### config.mk
export PLATFORM = sky130hd
export DESIGN_NAME = mandelbrot_escape_count_core
export DESIGN_NICKNAME = d
export VERILOG_FILES = /design/src/hdl/mec_pkg.sv /design/src/hdl/mec_dpath.sv /design/src/hdl/mec_ctrl.sv /design/src/hdl/mandelbrot_escape_count_core.sv
export SDC_FILE = /design/constraint.sdc
export NUM_CORES = 2
export LEC_CHECK = 0
export ABC_CLOCK_PERIOD_IN_PS = 23600
export BUFFER_PORTS_ARGS = -buffer_cell sky130_fd_sc_hd__buf_2
export CAP_MARGIN = 10
export CORE_UTILIZATION = 65
export CTS_BUF_LIST = sky130_fd_sc_hd__clkbuf_8
export DETAILED_ROUTE_END_ITERATION = 12
export PLACE_DENSITY = 0.82
export SLEW_MARGIN = 10
export SYNTH_ARGS = -nofsm -noshare
export SYNTH_HDL_FRONTEND = slang
export SYNTH_SLANG_ARGS = --single-unit
export TNS_END_PERCENT = 20
### constraint.sdc
create_clock -name clk_i -period 23.6 [get_ports clk_i]
set_input_delay 3.54 -clock clk_i [delete_from_list [all_inputs] [get_ports clk_i]]
set_output_delay 3.54 -clock clk_i [all_outputs]
set_load 0.02 [all_outputs]
### src/hdl/mec_pkg.sv
// Shared types and constants of the Mandelbrot escape-count core.
package mec_pkg;

  localparam int unsigned FracBitsDef = 28;
  localparam int unsigned CoordW      = 32;
  localparam int unsigned ProdW       = 2 * CoordW;
  localparam int unsigned CountW      = 16;

  localparam logic [CountW-1:0] MaxIterRst = 16'd255;

  typedef enum logic [1:0] {
    MulSqRe,
    MulSqIm,
    MulCross
  } mul_sel_e;

  typedef enum logic [2:0] {
    StIdle,
    StSqRe,
    StSqIm,
    StCross,
    StUpdate,
    StFinish
  } state_e;

  typedef struct packed {
    logic     load;
    logic     mul_en;
    mul_sel_e mul_sel;
    logic     update;
  } ctl_t;

  typedef struct packed {
    logic go_on;
  } stat_t;

endpackage

### src/hdl/mec_dpath.sv
// Datapath: iterate registers, one shared signed multiplier, radius test and counter.
module mec_dpath import mec_pkg::*; #(
  parameter int unsigned FracBits = FracBitsDef
) (
  input  logic                     clk_i,
  input  logic                     rst_ni,
  input  ctl_t                     ctl_i,
  input  logic [CountW-1:0]        max_iter_i,
  input  logic signed [CoordW-1:0] c_real_i,
  input  logic signed [CoordW-1:0] c_imag_i,
  output stat_t                    stat_o,
  output logic [CountW-1:0]        count_o
);

  localparam int unsigned RadiusExp = 2 * FracBits + 2;
  // When four does not fit the product width, every point is inside.
  localparam logic [ProdW-1:0] RadiusLimit =
    (RadiusExp < ProdW) ? (ProdW'(1) << RadiusExp) : {ProdW{1'b1}};

  logic signed [CoordW-1:0] cr_q, ci_q, re_q, im_q;
  logic signed [ProdW-1:0]  rr_q, ii_q, cross_q;
  logic [CountW-1:0]        count_q;

  logic signed [CoordW-1:0] op_a, op_b;
  logic signed [ProdW-1:0]  prod;
  logic signed [ProdW-1:0]  diff, diff_sh, cross_sh;
  logic signed [CoordW-1:0] re_nxt, im_nxt;
  logic [ProdW-1:0]         mag;

  // The one multiplier; its operands follow the step of the iteration.
  always_comb begin
    case (ctl_i.mul_sel)
      MulSqRe: begin
        op_a = re_q;
        op_b = re_q;
      end
      MulSqIm: begin
        op_a = im_q;
        op_b = im_q;
      end
      MulCross: begin
        op_a = re_q;
        op_b = im_q;
      end
      default: begin
        op_a = re_q;
        op_b = im_q;
      end
    endcase
  end

  assign prod = op_a * op_b;

  // Next iterate: floor shifts are arithmetic shifts, sums wrap to 32 bits.
  assign diff     = rr_q - ii_q;
  assign diff_sh  = diff >>> FracBits;
  assign cross_sh = cross_q >>> (FracBits - 1);
  assign re_nxt   = diff_sh[CoordW-1:0] + cr_q;
  assign im_nxt   = cross_sh[CoordW-1:0] + ci_q;

  // Both squares are non-negative and at most 2^62, so the sum cannot overflow.
  assign mag          = $unsigned(rr_q) + $unsigned(ii_q);
  assign stat_o.go_on = (mag <= RadiusLimit) && (count_q < max_iter_i);
  assign count_o      = count_q;

  always_ff @(posedge clk_i) begin
    if (ctl_i.load) begin
      cr_q <= c_real_i;
      ci_q <= c_imag_i;
      re_q <= c_real_i;
      im_q <= c_imag_i;
    end else if (ctl_i.update) begin
      re_q <= re_nxt;
      im_q <= im_nxt;
    end
    if (ctl_i.mul_en) begin
      case (ctl_i.mul_sel)
        MulSqRe:  rr_q    <= prod;
        MulSqIm:  ii_q    <= prod;
        MulCross: cross_q <= prod;
        default:  cross_q <= prod;
      endcase
    end
  end

  always_ff @(posedge clk_i or negedge rst_ni) begin
    if (!rst_ni) begin
      count_q <= '0;
    end else if (ctl_i.load) begin
      count_q <= '0;
    end else if (ctl_i.update) begin
      count_q <= count_q + CountW'(1);
    end
  end

`ifndef ASSERT_OFF
  a_count_step: assert property (@(posedge clk_i) disable iff (!rst_ni)
    ctl_i.update && !ctl_i.load |=> count_q == $past(count_q) + CountW'(1))
    else $error("iteration count did not advance by one on update");
`endif

endmodule

### src/hdl/mec_ctrl.sv
// Sequencer that steps the shared multiplier through one iteration at a time.
module mec_ctrl import mec_pkg::*; (
  input  logic  clk_i,
  input  logic  rst_ni,
  input  logic  in_valid_i,
  input  logic  out_free_i,
  input  stat_t stat_i,
  output logic  in_ready_o,
  output logic  out_load_o,
  output ctl_t  ctl_o
);

  state_e state_q, state_d;

  always_ff @(posedge clk_i or negedge rst_ni) begin
    if (!rst_ni) begin
      state_q <= StIdle;
    end else begin
      state_q <= state_d;
    end
  end

  always_comb begin
    state_d = state_q;
    case (state_q)
      StIdle:   if (in_valid_i) state_d = StSqRe;
      StSqRe:   state_d = StSqIm;
      StSqIm:   state_d = StCross;
      StCross:  state_d = stat_i.go_on ? StUpdate : StFinish;
      StUpdate: state_d = StSqRe;
      StFinish: if (out_free_i) state_d = StIdle;
      default:  state_d = StIdle;
    endcase
  end

  always_comb begin
    in_ready_o    = 1'b0;
    out_load_o    = 1'b0;
    ctl_o.load    = 1'b0;
    ctl_o.mul_en  = 1'b0;
    ctl_o.mul_sel = MulSqRe;
    ctl_o.update  = 1'b0;
    case (state_q)
      StIdle: begin
        in_ready_o = 1'b1;
        ctl_o.load = in_valid_i;
      end
      StSqRe: begin
        ctl_o.mul_en  = 1'b1;
        ctl_o.mul_sel = MulSqRe;
      end
      StSqIm: begin
        ctl_o.mul_en  = 1'b1;
        ctl_o.mul_sel = MulSqIm;
      end
      StCross: begin
        ctl_o.mul_en  = 1'b1;
        ctl_o.mul_sel = MulCross;
      end
      StUpdate: begin
        ctl_o.update = 1'b1;
      end
      StFinish: begin
        out_load_o = out_free_i;
      end
      default: begin
        in_ready_o = 1'b0;
      end
    endcase
  end

`ifndef ASSERT_OFF
  a_accept_starts: assert property (@(posedge clk_i) disable iff (!rst_ni)
    in_valid_i && in_ready_o |=> state_q == StSqRe)
    else $error("accepted item did not start the squaring step");
  a_update_after_test: assert property (@(posedge clk_i) disable iff (!rst_ni)
    state_q == StCross && stat_i.go_on |=> ctl_o.update)
    else $error("passed radius test was not followed by an update");
`endif

endmodule

### src/hdl/mandelbrot_escape_count_core.sv
// Top level of the Mandelbrot escape-count core: config register, sequencer, datapath, output.
//
//   channel  | handshake                 | payload
//   ---------+---------------------------+------------------------------------
//   input    | in_valid_i / in_ready_o   | c_real_i, c_imag_i (signed Q4.28)
//   output   | out_valid_o / out_ready_i | escape_count_o (16-bit count)
//   config   | cfg_we_i (no wait)        | cfg_wdata_i = max_iterations
//
// One shared 32x32 signed multiplier forms re*re, im*im and re*im in the states
// SqRe, SqIm and Cross; while the radius test passes, the Update state then writes
// the next iterate and bumps the count. An item is taken only in the idle state,
// so the next item waits until the last one has left the iteration loop.
// Reset is asynchronous and active low; max_iterations comes up as 255.
// The result sits in an output register, so a new item is taken while it
// waits; the sequencer stalls at the end of an item only if that register
// is still full and not being drained.
module mandelbrot_escape_count_core import mec_pkg::*; #(
  parameter int unsigned FracBits = FracBitsDef
) (
  input  logic                     clk_i,
  input  logic                     rst_ni,
  input  logic                     cfg_we_i,
  input  logic [CountW-1:0]        cfg_wdata_i,
  input  logic                     in_valid_i,
  output logic                     in_ready_o,
  input  logic signed [CoordW-1:0] c_real_i,
  input  logic signed [CoordW-1:0] c_imag_i,
  output logic                     out_valid_o,
  input  logic                     out_ready_i,
  output logic [CountW-1:0]        escape_count_o
);

  logic [CountW-1:0] max_iter_q;
  logic              out_valid_q, out_valid_d;
  logic [CountW-1:0] escape_count_q;
  logic [CountW-1:0] count;
  logic              out_free, out_load;
  ctl_t              ctl;
  stat_t             stat;

  // The user must rewrite the bound only while the core is idle; the block does not enforce it.
  always_ff @(posedge clk_i or negedge rst_ni) begin
    if (!rst_ni) begin
      max_iter_q <= MaxIterRst;
    end else if (cfg_we_i) begin
      max_iter_q <= cfg_wdata_i;
    end
  end

  mec_ctrl u_ctrl (
    .clk_i      (clk_i),
    .rst_ni     (rst_ni),
    .in_valid_i (in_valid_i),
    .out_free_i (out_free),
    .stat_i     (stat),
    .in_ready_o (in_ready_o),
    .out_load_o (out_load),
    .ctl_o      (ctl)
  );

  mec_dpath #(
    .FracBits (FracBits)
  ) u_dpath (
    .clk_i      (clk_i),
    .rst_ni     (rst_ni),
    .ctl_i      (ctl),
    .max_iter_i (max_iter_q),
    .c_real_i   (c_real_i),
    .c_imag_i   (c_imag_i),
    .stat_o     (stat),
    .count_o    (count)
  );

  // The output register can take a new count when it is empty or being drained.
  assign out_free = !out_valid_q || out_ready_i;

  always_comb begin
    out_valid_d = out_valid_q;
    if (out_load) begin
      out_valid_d = 1'b1;
    end else if (out_ready_i) begin
      out_valid_d = 1'b0;
    end
  end

  always_ff @(posedge clk_i or negedge rst_ni) begin
    if (!rst_ni) begin
      out_valid_q <= 1'b0;
    end else begin
      out_valid_q <= out_valid_d;
    end
  end

  always_ff @(posedge clk_i) begin
    if (out_load) begin
      escape_count_q <= count;
    end
  end

  assign out_valid_o    = out_valid_q;
  assign escape_count_o = escape_count_q;

`ifndef ASSERT_OFF
  a_count_in_bound: assert property (@(posedge clk_i) disable iff (!rst_ni)
    out_valid_o |-> escape_count_o <= max_iter_q)
    else $error("escape count exceeds the configured bound");
`endif

endmodule
== Word-level counts from Yosys, hierarchy flattened ==
Cells that the tools add are included.
Operators by class
  add/subtract/negate cells: 5
  magnitude comparators: 2
  muxes and demuxes: 19
  bitwise operators: 1
  reduce and logical (&&, ||, !) cells: 12
  multipliers: 1
  equality and inequality tests: 8
Operators by type and width (number)
  $mux W32: 6
  $add A32 B32 Y32: 2
  $add A64 B64 Y64: 1
  $le A64 B59 Y1 const B: 1
  $mul A32 B32 Y64: 1
  $sub A60 B60 Y60: 1
  $mux W16: 2
  $pmux W3 S6: 1
  $add A16 B1 Y16 const B: 1
  $lt A16 B16 Y1: 1
  $pmux W3 S3: 1
  $reduce_and A2 Y1: 4
  $mux W1: 7
  $eq A3 B2 Y1 const B: 2
  $eq A3 B3 Y1 const B: 2
  $mux W3: 2
  $reduce_bool A2 Y1: 2
  $eq A3 B1 Y1 const B: 1
  $logic_not A3 Y1: 1
  $eq A2 B1 Y1 const B: 1
  $logic_not A2 Y1: 1
  $ne A2 B1 Y1 const B: 1
  $ne A2 B2 Y1 const B: 1
  $reduce_or A2 Y1: 1
  other kinds (4): 4
Storage, ports and cells
  output and inout bits: 18
  bits in registers: 367

== Depth between registers and ports, before layout ==
  depth in word-level cells: 6
  gate-level depth with buffers: 36

== Modules after synthesis ==
A second synthesis with hierarchy kept.
Second synthesis, totals
  cells, all modules: 6131
  area, all modules: 58068.2 µm²
Modules (own cells, without submodules)
  mec_dpath: area each 56675.6 µm², instances 1, sequential area each 9048.7 µm², cells each 6053
  mandelbrot_escape_count_core: area each 1177.4 µm², instances 1, sequential area each 915.9 µm², cells each 53
  mec_ctrl: area each 215.2 µm², instances 1, sequential area each 75.1 µm², cells each 25

== Worst setup path before layout ==
No wires, ideal clock.
  path type: flip-flop to flip-flop
  start point: reg u_ctrl.state_q[2]
  end point: reg u_dpath.ii_q[61] (data pin)
  library setup time: 266 ps
  setup slack: 11868 ps
  arrival: 11466 ps
  cell stages (with the launch flop): 35
  path buffers: 5
  cell sequence: dfrtp_1 nand2b_1 clkbuf_1 nor2_1 clkbuf_1 clkbuf_1 buf_1 o22ai_1 fa_1 inv_1 fa_1 inv_1 fa_1 inv_1 fa_1 inv_1 fa_1 fa_1 fa_1 fa_1 inv_1 ha_1 clkbuf_1 a21oi_1 o21ai_1 a21oi_1 o21bai_1 a221o_1 o31a_1 o311a_1 o311a_1 o211a_4 a2111oi_4 o21bai_1 xor2_1
On the way
  cells in the longest elaborated chain, start to end: 5
Ends and longest elaborated chain
  start: declaration: line mec_ctrl.sv:13  | state_e state_q, state_d;
  start signal: assignment: line mec_ctrl.sv:17  | state_q <= StIdle;
  start signal: assignment: line mec_ctrl.sv:19  | state_q <= state_d;
  $eq A3 B2 Y1 or $eq A3 B1 Y1 (tied branches): line mec_ctrl.sv:43  | case (state_q)
  $pmux W3 S3 *: line mec_ctrl.sv:43
  $eq A2 B1 Y1 or $logic_not A2 Y1 (tied branches): line mec_dpath.sv:32  | case (ctl_i.mul_sel)
  $mux W32: line mec_dpath.sv:32
  $mul A32 B32 Y64 *: line mec_dpath.sv:52  | assign prod = op_a * op_b;
  via u_dpath.prod[61]: line mec_dpath.sv:25  | logic signed [ProdW-1:0] prod;
  end signal: assignment: line mec_dpath.sv:79  | MulSqIm: ii_q <= prod;
  end: declaration: line mec_dpath.sv:21  | logic signed [ProdW-1:0] rr_q, ii_q, cross_q;
The timed path passes the listed nets; every way through them passes the cells marked *.
A chain may end at the register's enable or synchronous reset.

== Worst setup path in the final report ==
  start point: reg u_ctrl.state_q[2]
  end point: reg u_dpath.rr_q[61] (data pin)
On the way
  cells in the longest elaborated chain, start to end: 5
Ends and longest elaborated chain
  $eq A3 B2 Y1 or $eq A3 B1 Y1 (tied branches): line mec_ctrl.sv:43
  $pmux W3 S3 *: line mec_ctrl.sv:43
  $eq A2 B1 Y1 or $logic_not A2 Y1 (tied branches): line mec_dpath.sv:32
  $mux W32: line mec_dpath.sv:32
  $mul A32 B32 Y64 *: line mec_dpath.sv:52
  via u_dpath.prod[61]: line mec_dpath.sv:25
  end signal: assignment: line mec_dpath.sv:78  | MulSqRe: rr_q <= prod;
  end: declaration: line mec_dpath.sv:21
Marks and branches as above.

==> summary.txt <==
Synthesis
  – Synth Warn #: 0
  – Number of synthesized flops with an enable pin: 304
  – Mapped Cells: 6030
  – Register area share after synthesis: 17.6%
  – Synthesized area: 57200 um^2
  – Syn avg cell area: 9.48 um^2
  – Main flop type after synthesis: edfxtp_1
  – Synth Net Count: 7584
  – Top post-synthesis cells by area: fa_1 (38%), edfxtp_1 (16%), ha_1 (8.4%)
  – Async set-reset flop share out of synthesis: 10.6%
  – Synthesized flop and latch total: 340
  – Synth cell types: 81
  – Area leader, netlist: fa_1
  – Top cell type's share of synthesized area: 38.0%

Worst setup path
  – Worst Setup Path Type: flip-flop to flip-flop
  – Crit path arrival time: 11.77 ns
  – CP max stage delay: 0.86 ns
  – Cell mode on critical path: fa_1
  – Worst Path Required: 23.98 ns
  – Crit start category: flip-flop
  – Critical path's slowest cell: buf_4
  – Crit path capture type: flip-flop
  – Crit path max fanout: 69

STA
  – Layout Skew: 0.0345 ns
  – Worst slew pin tran: 1.34 ns
  – Final hold vios: 0
  – TNS Setup: 0 ns
  – RSZ-0062 raised after global routing: no
  – Max Freq: 87.8 MHz
  – Final worst slack: 12.21 ns
  – Final setup viols: 0
  – Min Hold Slack: 0.521 ns
  – Period minus WS final: 11.39 ns
  – Slew headroom: 7.94%
  – Fin. max-slew vios: 0
  – Final Cycle Share: 48.3%

Route
  – Drt wl/cell: 26.5 um
  – Initial drt markers: 4678
  – Vias per cell: 6.31
  – DRT Pass-1 Iters: 9
  – Final ANT Viol Nets: 0
  – # DRC: 0
  – Total Wirelength: 191000 um
  – Via count: 45658

GRT
  – Largest net degree at the start of global routing: 74
  – Global-route wire length before repair: 286000 um
  – Initial antenna violation count: 8
  – Vias in the first global route: 47218
  – GRT Total Usage: 43.7%
  – Remaining Overflow, GRT: 0

Floorplanning
  – Initial core utilization: 65.7%
  – Die Y: 299 um
  – CORE AREA: 87000 um^2
  – # IOs: 103
  – Die area: 89200 um^2
  – # rows: 108
  – Die width: 299 um

Clocking
  – Post-CTS Hold Fix Bufs: 0
  – Clk_lat worst skew: 0.65 ns
  – Clk slew on worst S/H paths: 0.07 ns
  – CTS tree: built
  – Total clock sinks: 340
  – Root buf cell: clkbuf_8
  – H-tree levels: 2
  – Post-CTS setup buffer count: 0
  – CTS Buffer Depth: 3
  – Post-CTS resize count: 0
  – Cts bufs inserted: 51

Job
  – Maxcap violations: 0

Place
  – Place WS: 12.39 ns
  – Placer congestion estimate: 1.04
  – Dpl hpwl: 152000 um
  – Port bufs: 102

Layout
  – Layout cells sized above 1: 6.41%
  – P&R area growth vs syn: 5.13%
  – Nets@finish: 7585

Min path
  – Hold Crit Class: flip-flop to flip-flop

Status
  – Status: finished, final reports clean
## cell type report
class / count / area, um^2
Sequential cell: 340 / 10000
Inverter: 1126 / 4230
Tap cell: 1155 / 1450
Clock inverter: 39 / 364
Multi-Input combinational cell: 4330 / 42200
Timing Repair Buffer: 182 / 1120
Antenna cell: 4 / 10.0
Clock buffer: 55 / 757
Fill cell: 6829 / 26900
## worst max-delay path: cells and delay by family (launching register included)
kind,cells,cell delay (ns)
adder cells (fa/ha/maj),9,4.42
multiplexers,1,0.82
flip-flops,1,0.45
buffers and inverters,4,1.41
AND/OR/NAND/NOR,3,0.86
XOR/XNOR,1,0.16
AO/OA/AOI/OAI,11,2.89
## layout by cell type (no fill, tap or decap), drive strengths merged, types with 23 or more instances in the layout
cell type / Yosys / final
inv: 1124 / 1140
fa: 1085 / 1085
nand2: 710 / 710
nor2: 693 / 693
ha: 384 / 384
edfxtp: 304 / 304
a21oi: 242 / 242
buf: 23 / 182
o21ai: 163 / 163
xnor2: 107 / 107
mux2i: 78 / 78
nand3: 69 / 69
a21o: 69 / 69
mux2: 66 / 66
xor2: 61 / 61
clkbuf: 211 / 55
nor3: 53 / 53
nand2b: 43 / 43
o31ai: 38 / 38
nor4: 37 / 37
nor2b: 35 / 35
o21bai: 32 / 32
nand4: 31 / 31
dfrtp: 28 / 28
a211oi: 23 / 23
and3: 23 / 23
## final timing paths
path | start | endpoint | slack, ns | cells after the start
setup / recovery | u_ctrl.state_q[2] | u_dpath.rr_q[61] | 12.21 | 29
hold / removal | max_iter_q[2] | max_iter_q[2] | 0.52 | 2
setup reg to reg | u_ctrl.state_q[2] | u_dpath.rr_q[61] | 12.21 | 29
hold reg to reg | max_iter_q[2] | max_iter_q[2] | 0.52 | 2
max in group asynchronous | rst_ni | u_dpath.count_o[2] | 20.11 | 1
min in group asynchronous | rst_ni | u_ctrl.state_q[2] | 2.98 | 1
## cell families after synthesis
logic type	Yosys count	synth area share [%]
muxes	144	2.66
adders and majority gates	1469	46.4
and+or+nand+nor	1767	13.0
AOI/OAI and AO/OA	782	8.84
buffers and inverters	1360	8.95
xor gates and xnor gates	168	2.57
DFF	340	17.6
## registers in the layout, summed over array words and instances, names as in the netlist
signal / cells
u_dpath.ii_q: 64
u_dpath.rr_q: 64
u_dpath.ci_q: 32
u_dpath.cr_q: 32
u_dpath.cross_q: 32
u_dpath.im_q: 32
u_dpath.re_q: 32
escape_count_o: 16
max_iter_q: 16
u_dpath.count_o: 16
u_ctrl.state_q: 3
out_valid_o: 1
## cell usage after synthesis (28+ instances only)
library cell     n
dfrtp_1         28
ha_1           384
a21o_1          69
xnor2_1        107
o21ai_0        160
mux2_2          66
fa_1          1085
nor3_1          52
a21oi_1        241
mux2i_1         78
nand2b_1        43
nor2b_1         34
nand3_1         69
nor2_1         693
o31ai_1         37
inv_1         1120
xor2_1          61
clkbuf_1       211
nand2_1        710
o21bai_1        32
nor4_1          37
nand4_1         31
edfxtp_1       304
## per-layer routing
metal | up-vias | track usage, % | wire, um
met3 | 876 | 12.4 | 22400
li1 | 19119 | - | -
met4 | 10 | 30.0 | 16600
met5 | - | 0 | 64
met1 | 22753 | 54.6 | 67500
met2 | 2900 | 66.2 | 84900
## stage by stage
step	cell area (um^2)	std cells	utilization [%]
after floorplan	57200	6030	-
after global placement	59000	7132	67.8
after detailed placement	59000	7132	67.8
after CTS	60100	7226	69.1
after global routing	60100	7228	69.1
final	60100	7231	69.1
Power is left out: the tool's default activity adds up to more than one toggle a clock period on the data nets, which glitch-free logic cannot reach.
